`config.mk`:
```
export PLATFORM = sky130hd
export DESIGN_NAME = multi_channel_debouncer
export DESIGN_NICKNAME = d
export VERILOG_FILES = /design/src/design/mcd_pkg.sv /design/src/design/multi_channel_debouncer.sv /design/src/design/mcd_ctrl.sv /design/src/design/mcd_dp.sv
export SDC_FILE = /design/constraint.sdc
export NUM_CORES = 1
export LEC_CHECK = 0
export BUFFER_PORTS_ARGS = -buffer_cell sky130_fd_sc_hd__buf_2
export CAP_MARGIN = 25
export CORE_UTILIZATION = 50
export CTS_BUF_LIST = sky130_fd_sc_hd__clkbuf_4 sky130_fd_sc_hd__clkbuf_8
export CTS_CLUSTER_DIAMETER = 120
export CTS_CLUSTER_SIZE = 10
export DETAILED_ROUTE_END_ITERATION = 6
export GPL_TIMING_DRIVEN = 1
export PLACE_DENSITY = 0.64
export SYNTH_ARGS = -nofsm -noshare
export SYNTH_HDL_FRONTEND = slang
export SYNTH_SLANG_ARGS = --single-unit
```
`constraint.sdc`:
```
create_clock -name clk_i -period 13.35 [get_ports clk_i]
set_input_delay 2.67 -clock clk_i [delete_from_list [all_inputs] [get_ports clk_i]]
set_output_delay 2.67 -clock clk_i [all_outputs]
set_load 0.005 [all_outputs]
```
`src/design/mcd_pkg.sv`:
```
// ----------------------------------------------------------------------------
// mcd_pkg: shared types and constants of the multi-channel debouncer
// Item structs, configuration register indexes and the controller/datapath
// command and status bundles.
// ----------------------------------------------------------------------------
package mcd_pkg;

  // Channels that the item fields can carry
  localparam int unsigned MaxCh   = 8;
  localparam int unsigned ChIdxW  = 3;
  localparam int unsigned CountW  = 4;
  localparam int unsigned CfgIdxW = 2;
  localparam int unsigned CfgW    = 16;

  // Configuration register indexes
  localparam logic [CfgIdxW-1:0] CfgDebounce = 2'd0;
  localparam logic [CfgIdxW-1:0] CfgChCount  = 2'd1;
  localparam logic [CfgIdxW-1:0] CfgDetect   = 2'd2;

  // Reset values of the configuration registers
  localparam logic [15:0]       DebounceRst = 16'd50;
  localparam logic [CountW-1:0] ChCountRst  = 4'd8;
  localparam logic              DetectRst   = 1'b0;

  typedef struct packed {
    logic [7:0]  raw_levels;
    logic [31:0] now_ms;
  } in_item_t;

  typedef struct packed {
    logic [3:0] channel_number;
    logic       detected;
    logic [7:0] stable_map;
    logic       last;
  } out_item_t;

  // Controller to datapath
  typedef struct packed {
    logic              capture;  // register the accepted sample
    logic              prime;    // first sample: load raw and stable levels
    logic              proc;     // debounce channel idx
    logic              emit;     // load result register from channel idx
    logic [ChIdxW-1:0] idx;
  } cmd_t;

  // Datapath to controller
  typedef struct packed {
    logic              primed;
    logic [CountW-1:0] n_active;
    logic              changed_at;  // channel idx changed in this sample
    logic              out_busy;    // result register full and not taken
  } stat_t;

endpackage

```
`src/design/multi_channel_debouncer.sv`:
```
// ----------------------------------------------------------------------------
// multi_channel_debouncer: timestamp debouncer for up to eight sensor inputs
// Top level: joins the sequencer and the datapath.
// ----------------------------------------------------------------------------
// Each input item is one sample of the raw channel levels plus the current
// millisecond time. The first sample after reset only loads the raw and
// stable levels of the channels in use and yields no item. After that, a
// channel whose raw level moved gets a fresh timestamp; once its raw level
// has held for strictly more than debounce_ms (32-bit wrapping difference)
// and differs from the stable level, the stable level follows it and one
// change item is produced: the 1-based channel number, whether the new level
// means detected, the detected map of all channels in use, and a last mark on
// the final change of the sample. Changes come out in ascending channel
// order. The first sample is primed without leaving the idle state. A later
// sample with n channels in use (n = min(channel_count, CHANNELS, 8)) makes
// two passes: one runs every channel through the single timestamp
// subtract-and-compare unit, and a second hands changed channels one per
// cycle, while the output side does not stall, to the single result register.
// A new sample is taken as soon as the sequencer is idle, even while the
// last change item still waits in the result register.
// Configuration writes are expected only while the block is idle.
// ----------------------------------------------------------------------------
module multi_channel_debouncer #(
  parameter int unsigned CHANNELS = 8
) (
  input  logic                        clk_i,
  input  logic                        rst_ni,
  // configuration write port
  input  logic                        cfg_we_i,
  input  logic [mcd_pkg::CfgIdxW-1:0] cfg_idx_i,
  input  logic [mcd_pkg::CfgW-1:0]    cfg_wdata_i,
  // sample items in
  input  logic                        in_valid_i,
  output logic                        in_ready_o,
  input  mcd_pkg::in_item_t           in_data_i,
  // change items out
  output logic                        out_valid_o,
  input  logic                        out_ready_i,
  output mcd_pkg::out_item_t          out_data_o
);
  import mcd_pkg::*;

  cmd_t  cmd;
  stat_t stat;

  // Sequencer: accept a sample, sweep channels, then sweep out changes
  mcd_ctrl u_ctrl (
    .clk_i      (clk_i),
    .rst_ni     (rst_ni),
    .in_valid_i (in_valid_i),
    .in_ready_o (in_ready_o),
    .stat_i     (stat),
    .cmd_o      (cmd)
  );

  // Datapath: config, levels, timestamps, debounce unit, result register
  mcd_dp #(
    .CHANNELS (CHANNELS)
  ) u_dp (
    .clk_i       (clk_i),
    .rst_ni      (rst_ni),
    .cfg_we_i    (cfg_we_i),
    .cfg_idx_i   (cfg_idx_i),
    .cfg_wdata_i (cfg_wdata_i),
    .in_data_i   (in_data_i),
    .cmd_i       (cmd),
    .stat_o      (stat),
    .out_valid_o (out_valid_o),
    .out_ready_i (out_ready_i),
    .out_data_o  (out_data_o)
  );

endmodule

```
`src/design/mcd_ctrl.sv`:
```
// ----------------------------------------------------------------------------
// mcd_ctrl: sequencer of the multi-channel debouncer
// Walks the channels in use once to debounce them, then once more to hand
// out one change item per changed channel.
// ----------------------------------------------------------------------------
module mcd_ctrl (
  input  logic           clk_i,
  input  logic           rst_ni,
  input  logic           in_valid_i,
  output logic           in_ready_o,
  input  mcd_pkg::stat_t stat_i,
  output mcd_pkg::cmd_t  cmd_o
);
  import mcd_pkg::*;

  typedef enum logic [1:0] {
    StIdle,
    StProc,
    StEmit
  } state_e;

  state_e            state_q, state_d;
  logic [ChIdxW-1:0] idx_q, idx_d;
  logic              last_idx;

  assign last_idx   = ({1'b0, idx_q} == (stat_i.n_active - 4'd1));
  assign in_ready_o = (state_q == StIdle);

  always_comb begin
    state_d       = state_q;
    idx_d         = idx_q;
    cmd_o         = '0;
    cmd_o.idx     = idx_q;
    unique case (state_q)
      StIdle: begin
        if (in_valid_i) begin
          cmd_o.capture = 1'b1;
          if (!stat_i.primed) begin
            cmd_o.prime = 1'b1;
          end else if (stat_i.n_active != '0) begin
            state_d = StProc;
            idx_d   = '0;
          end
        end
      end
      StProc: begin
        cmd_o.proc = 1'b1;
        if (last_idx) begin
          state_d = StEmit;
          idx_d   = '0;
        end else begin
          idx_d = idx_q + 3'd1;
        end
      end
      StEmit: begin
        // hold on a changed channel until the result register frees up
        if (!(stat_i.changed_at && stat_i.out_busy)) begin
          cmd_o.emit = stat_i.changed_at;
          if (last_idx) begin
            state_d = StIdle;
          end else begin
            idx_d = idx_q + 3'd1;
          end
        end
      end
      default: state_d = StIdle;
    endcase
  end

  always_ff @(posedge clk_i or negedge rst_ni) begin
    if (!rst_ni) begin
      state_q <= StIdle;
      idx_q   <= '0;
    end else begin
      state_q <= state_d;
      idx_q   <= idx_d;
    end
  end

endmodule

```
`src/design/mcd_dp.sv`:
```
// ----------------------------------------------------------------------------
// mcd_dp: datapath of the multi-channel debouncer
// Configuration registers, level and timestamp state, one-channel debounce
// unit and the result register.
// ----------------------------------------------------------------------------
module mcd_dp #(
  parameter int unsigned CHANNELS = 8
) (
  input  logic                          clk_i,
  input  logic                          rst_ni,
  input  logic                          cfg_we_i,
  input  logic [mcd_pkg::CfgIdxW-1:0]   cfg_idx_i,
  input  logic [mcd_pkg::CfgW-1:0]      cfg_wdata_i,
  input  mcd_pkg::in_item_t             in_data_i,
  input  mcd_pkg::cmd_t                 cmd_i,
  output mcd_pkg::stat_t                stat_o,
  output logic                          out_valid_o,
  input  logic                          out_ready_i,
  output mcd_pkg::out_item_t            out_data_o
);
  import mcd_pkg::*;

  localparam int unsigned NumCh = (CHANNELS < MaxCh) ? CHANNELS : MaxCh;
  localparam int unsigned StW   = (NumCh > 1) ? $clog2(NumCh) : 1;

  logic [15:0]       debounce_q;
  logic [CountW-1:0] ch_count_q;
  logic              detect_q;

  logic [7:0]        raw_q;
  logic [31:0]       now_q;
  logic [7:0]        prev_q;
  logic [7:0]        stable_q;
  logic [7:0]        changed_q;
  logic              primed_q;
  logic [31:0]       stamp_q [NumCh];

  out_item_t         out_q;
  logic              out_valid_q;

  logic [CountW-1:0] n_active;
  logic [7:0]        used;
  logic [7:0]        map;
  logic [StW-1:0]    sidx;
  logic              cur, prev, stab;
  logic [31:0]       stamp_eff;
  logic [31:0]       elapsed;
  logic              hit;

  assign n_active = (ch_count_q < CountW'(NumCh)) ? ch_count_q : CountW'(NumCh);
  assign used     = (n_active >= 4'd8) ? 8'hFF : 8'((9'd1 << n_active) - 9'd1);
  assign map      = (detect_q ? stable_q : ~stable_q) & used;

  // One channel per cycle: stamp select, wrapping subtract, compare
  assign sidx      = cmd_i.idx[StW-1:0];
  assign cur       = raw_q[cmd_i.idx];
  assign prev      = prev_q[cmd_i.idx];
  assign stab      = stable_q[cmd_i.idx];
  assign stamp_eff = (cur != prev) ? now_q : stamp_q[sidx];
  assign elapsed   = now_q - stamp_eff;
  assign hit       = (elapsed > {16'd0, debounce_q}) && (cur != stab);

  always_ff @(posedge clk_i or negedge rst_ni) begin
    if (!rst_ni) begin
      debounce_q <= DebounceRst;
      ch_count_q <= ChCountRst;
      detect_q   <= DetectRst;
    end else if (cfg_we_i) begin
      unique case (cfg_idx_i)
        CfgDebounce: debounce_q <= cfg_wdata_i;
        CfgChCount:  ch_count_q <= cfg_wdata_i[CountW-1:0];
        CfgDetect:   detect_q   <= cfg_wdata_i[0];
        default: ;
      endcase
    end
  end

  always_ff @(posedge clk_i or negedge rst_ni) begin
    if (!rst_ni) begin
      prev_q    <= '0;
      stable_q  <= '0;
      changed_q <= '0;
      primed_q  <= 1'b0;
      for (int i = 0; i < NumCh; i++) begin
        stamp_q[i] <= '0;
      end
    end else begin
      if (cmd_i.capture) begin
        changed_q <= '0;
      end
      if (cmd_i.prime) begin
        prev_q   <= (prev_q & ~used) | (in_data_i.raw_levels & used);
        stable_q <= (stable_q & ~used) | (in_data_i.raw_levels & used);
        primed_q <= 1'b1;
      end
      if (cmd_i.proc) begin
        prev_q[cmd_i.idx] <= cur;
        if (cur != prev) begin
          stamp_q[sidx] <= now_q;
        end
        if (hit) begin
          stable_q[cmd_i.idx]  <= cur;
          changed_q[cmd_i.idx] <= 1'b1;
        end
      end
    end
  end

  // Sample register, no reset needed
  always_ff @(posedge clk_i) begin
    if (cmd_i.capture) begin
      raw_q <= in_data_i.raw_levels;
      now_q <= in_data_i.now_ms;
    end
  end

  // Result register
  always_ff @(posedge clk_i or negedge rst_ni) begin
    if (!rst_ni) begin
      out_valid_q <= 1'b0;
    end else if (cmd_i.emit) begin
      out_valid_q <= 1'b1;
    end else if (out_ready_i) begin
      out_valid_q <= 1'b0;
    end
  end

  always_ff @(posedge clk_i) begin
    if (cmd_i.emit) begin
      out_q.channel_number <= {1'b0, cmd_i.idx} + 4'd1;
      out_q.detected       <= map[cmd_i.idx];
      out_q.stable_map     <= map;
      out_q.last           <= ~|(changed_q & (8'hFE << cmd_i.idx));
    end
  end

  assign out_valid_o       = out_valid_q;
  assign out_data_o        = out_q;

  assign stat_o.primed     = primed_q;
  assign stat_o.n_active   = n_active;
  assign stat_o.changed_at = changed_q[cmd_i.idx];
  assign stat_o.out_busy   = out_valid_q && !out_ready_i;

endmodule

```
==> impl_results.md <==
- Run status: finished, final reports clean
- Clock slew at reported path FFs: 0.09 ns
- Primary FF master, synth: dfrtp_1
- Number of top-level pins: 79
- Fraction of registers with async set/reset: 0.851
- Worst flop-to-flop path startpoint: u_ctrl.idx_q[1]
- Antenna diodes: 0
- Setup repair after global routing missed its margin: false
- Post-synthesis cell type count: 77
- Wire length of the first global-routing pass: 77700 um
- Combinational family with the most area after synthesis: multiplexers
- FF+latch count, synth: 362
- Slew at the pin with the worst max-slew slack: 0.908 ns
- Max-capacitance violation count: 0
- Count of routing violations after the opening detailed-route iteration: 940
- Count of endpoints failing setup in the final report: 0
- Crit. End Element: register
- Final count of hold timing violations: 0
- Total detailed-routing wirelength: 49700 um
- Critical Path RT: 13.87 ns
- Buffering stage count on the worst path with inverters included: 5
- Number of enable flip-flop cells after synthesis: 54
- Largest incremental delay on the critical path: 0.65 ns
- Final cell area excluding filler cells: 20300 sq um
- Most common library cell in the layout ignoring fill and taps: dfrtp_1
- Clock latency on the worst-skew pair: 0.63 ns
- Area share of fa/ha/maj cells after synthesis: 0.0424
- CTS resizes: 0
- Cell count after placement: 2070
- Multiplexer fraction of the synthesized cell area: 0.190
- Most used cell along the critical path: buf_4
- Power, Total: 5.69 mW
- Post-Synth XOR/XNOR Area: 0.0171
- Routed via count divided by cell count: 6.17
- Proportion of synthesized chip area in sequential cells: 0.505
- Number of clock buffers inserted by TritonCTS: 42
- Number of antenna violations at the first check in global routing: 0
- Number of warnings issued by yosys: 0
- Worst setup path startpoint: u_ctrl.idx_q[1]
- Library cell contributing the largest single delay on the critical path: buf_4
- GRT overflow: 0
- Hold Worst Slack: 0.494 ns
- Worst reg2reg path depth: 25
- CTS Root Cell: clkbuf_8
- Worst setup margin: 6.32 ns
- Count of non-filler cells in the finished layout: 2137
- Summed instance area of the synthesized netlist: 18500 sq um
- Final core utilization: 0.555
- CTS Hold Buffers Added: 0
- Simple-gate portion of the synthesized area: 0.0810
- Cell row count: 70
- Mean Syn Cell Area: 11.7 sq um
- Final total negative setup slack: 0 ns
- Maximum level of the CTS H-tree: 2
- Remaining design rule violation count: 0
- Clk sinks: 362
- Capture point of the critical path: u_dp.changed_q[0]
- Number of stages on the worst setup path: 25
- Setup crit start kind: register
- Static leakage: 9.04 nW
- Remaining antenna violation count after routing: 0
- Min Clock Period, post-route: 7.03 ns
- Achievable frequency: 142 MHz
- Synth Net Count: 1705
- Most frequent cells in the layout: 303 x dfrtp_1, 266 x mux2_2, 102 x nand2_1
- Number of global-route vias before repair: 13100
- Detail Placement HPWL: 32900 um
- Crit-path max FO: 66
- Die ar.: 37700 sq um
- Instance area at placement: 19500 sq um
- Wire length per cell: 23.3 um
- Via count: 13200
- Ratio of cells with drive above 1 in the final layout: 0.295
- Type of the worst setup path: reg2reg
- Maximum number of pins on one net before global-route repair: 98
- Floorplan die height: 194 um
- Startpoint of the most critical hold path: u_dp.stamp_q[224]
- Ratio of total power to cell area: 281 nW/um^2
- Worst path arrival time: 7.55 ns
- Number of setup buffers added after CTS: 0
- Initial standard-cell utilization of the core: 0.506
- Chip Width: 194 um
- Core footprint: 36500 sq um
- Worst clock skew: 0.0342 ns
- Maximum clock insertion buffer count: 3
- Ratio of final minimum period to clock period: 0.527
- Worst Setup Slack post-DPL: 6.38 ns
- Layout overhead on the synthesized area: 9.69%
- Kind of cell adding the most delay to the critical path: buffers and inverters
- Path category of the worst min-delay check: reg2reg
- Final layout net count: 1772
- Routability Congestion: 0.952
- Iteration count of the initial detailed-routing pass: 6
- Max-slew headroom at the worst pin: 0.394
- Count of buffers inserted at the top-level ports: 78
- Number of pins with negative max-slew slack in the final report: 0
- Maximum vdd drop: 0.186 mV
- TritonCTS clock tree: done
- Compound-cell area share of the yosys netlist: 0.136
- Worst r2r dst: u_dp.changed_q[0]
- Total routing usage reported by global routing: 0.269
- Setup slack of the most critical reg-to-reg path: 6.32 ns
- Gate count of the mapped netlist: 1580
==> flip-flops by register name, indices dropped and copies added, names as in the netlist <==
name	count
u_dp.stamp_q	256
u_dp.now_q	32
u_dp.debounce_q	16
u_dp.out_data_o	14
u_dp.changed_q	8
u_dp.prev_q	8
u_dp.raw_q	8
u_dp.stable_q	8
u_dp.ch_count_q	4
u_ctrl.idx_q	3
u_ctrl.state_q	2
u_dp.detect_q	1
u_dp.out_valid_o	1
u_dp.primed_q	1
==> where the power goes <==
group | total [mW] | switching (mW) | internal, mW
clock network | 0.763 | 0.400 | 0.364
registers | 1.57 | 0.186 | 1.39
logic | 3.36 | 2.03 | 1.33
==> cell usage after synthesis, types with 24 or more instances <==
library cell | count | share of area
inv_1 | 41 | 0.0083
a221oi_1 | 32 | 0.015
dfrtp_1 | 304 | 0.41
mux2i_1 | 31 | 0.017
mux2_2 | 266 | 0.16
ha_1 | 61 | 0.041
a21oi_1 | 63 | 0.017
a22oi_1 | 52 | 0.021
nand4_1 | 44 | 0.015
o21ai_0 | 92 | 0.025
xor2_1 | 24 | 0.011
edfxtp_1 | 54 | 0.088
nor2_1 | 81 | 0.016
nand2_1 | 102 | 0.021
clkbuf_1 | 64 | 0.013
==> logic make-up after synthesis <==
group	count (synthesis)
DFF	362
muxes	306
buffers and inverters	135
AOI/OAI and AO/OA	367
adders and majority gates	62
and+or+nand+nor	312
xor gates and xnor gates	36
==> per-layer routing <==
| layer | share of wire | track usage |
|---|---|---|
| met1 | 0.48 | 0.394 |
| met5 | 0 | 0 |
| met3 | 0.049 | 0.0367 |
| met2 | 0.45 | 0.413 |
| met4 | 0.024 | 0.0838 |
==> final cells by class <==
type                            count  area (sq um)
Clock buffer                       65           769
Timing Repair Buffer              115           731
Tap cell                          468           586
Clock inverter                      1          8.76
Fill cell                        3144         16200
Multi-Input combinational cell   1083          8680
Sequential cell                   362          9340
Inverter                           43           161
==> worst min path at each step <==
stage	end	slack, ns	cells past startpoint
after floorplan	u_dp.stamp_q[33]	0.44	2
after global placement	u_dp.stamp_q[33]	0.46	2
after detailed placement	u_dp.stamp_q[97]	0.47	2
after CTS	u_dp.stamp_q[97]	0.49	2
after global routing	u_dp.stamp_q[55]	0.51	1
final	u_dp.stamp_q[224]	0.49	2
==> tightest hold or removal path, stage by stage (launching register included) <==
cell     delay [ns]
dfrtp_1        0.36
nand2_1        0.05
o21ai_0        0.06
(Power assumes the default switching activity.)
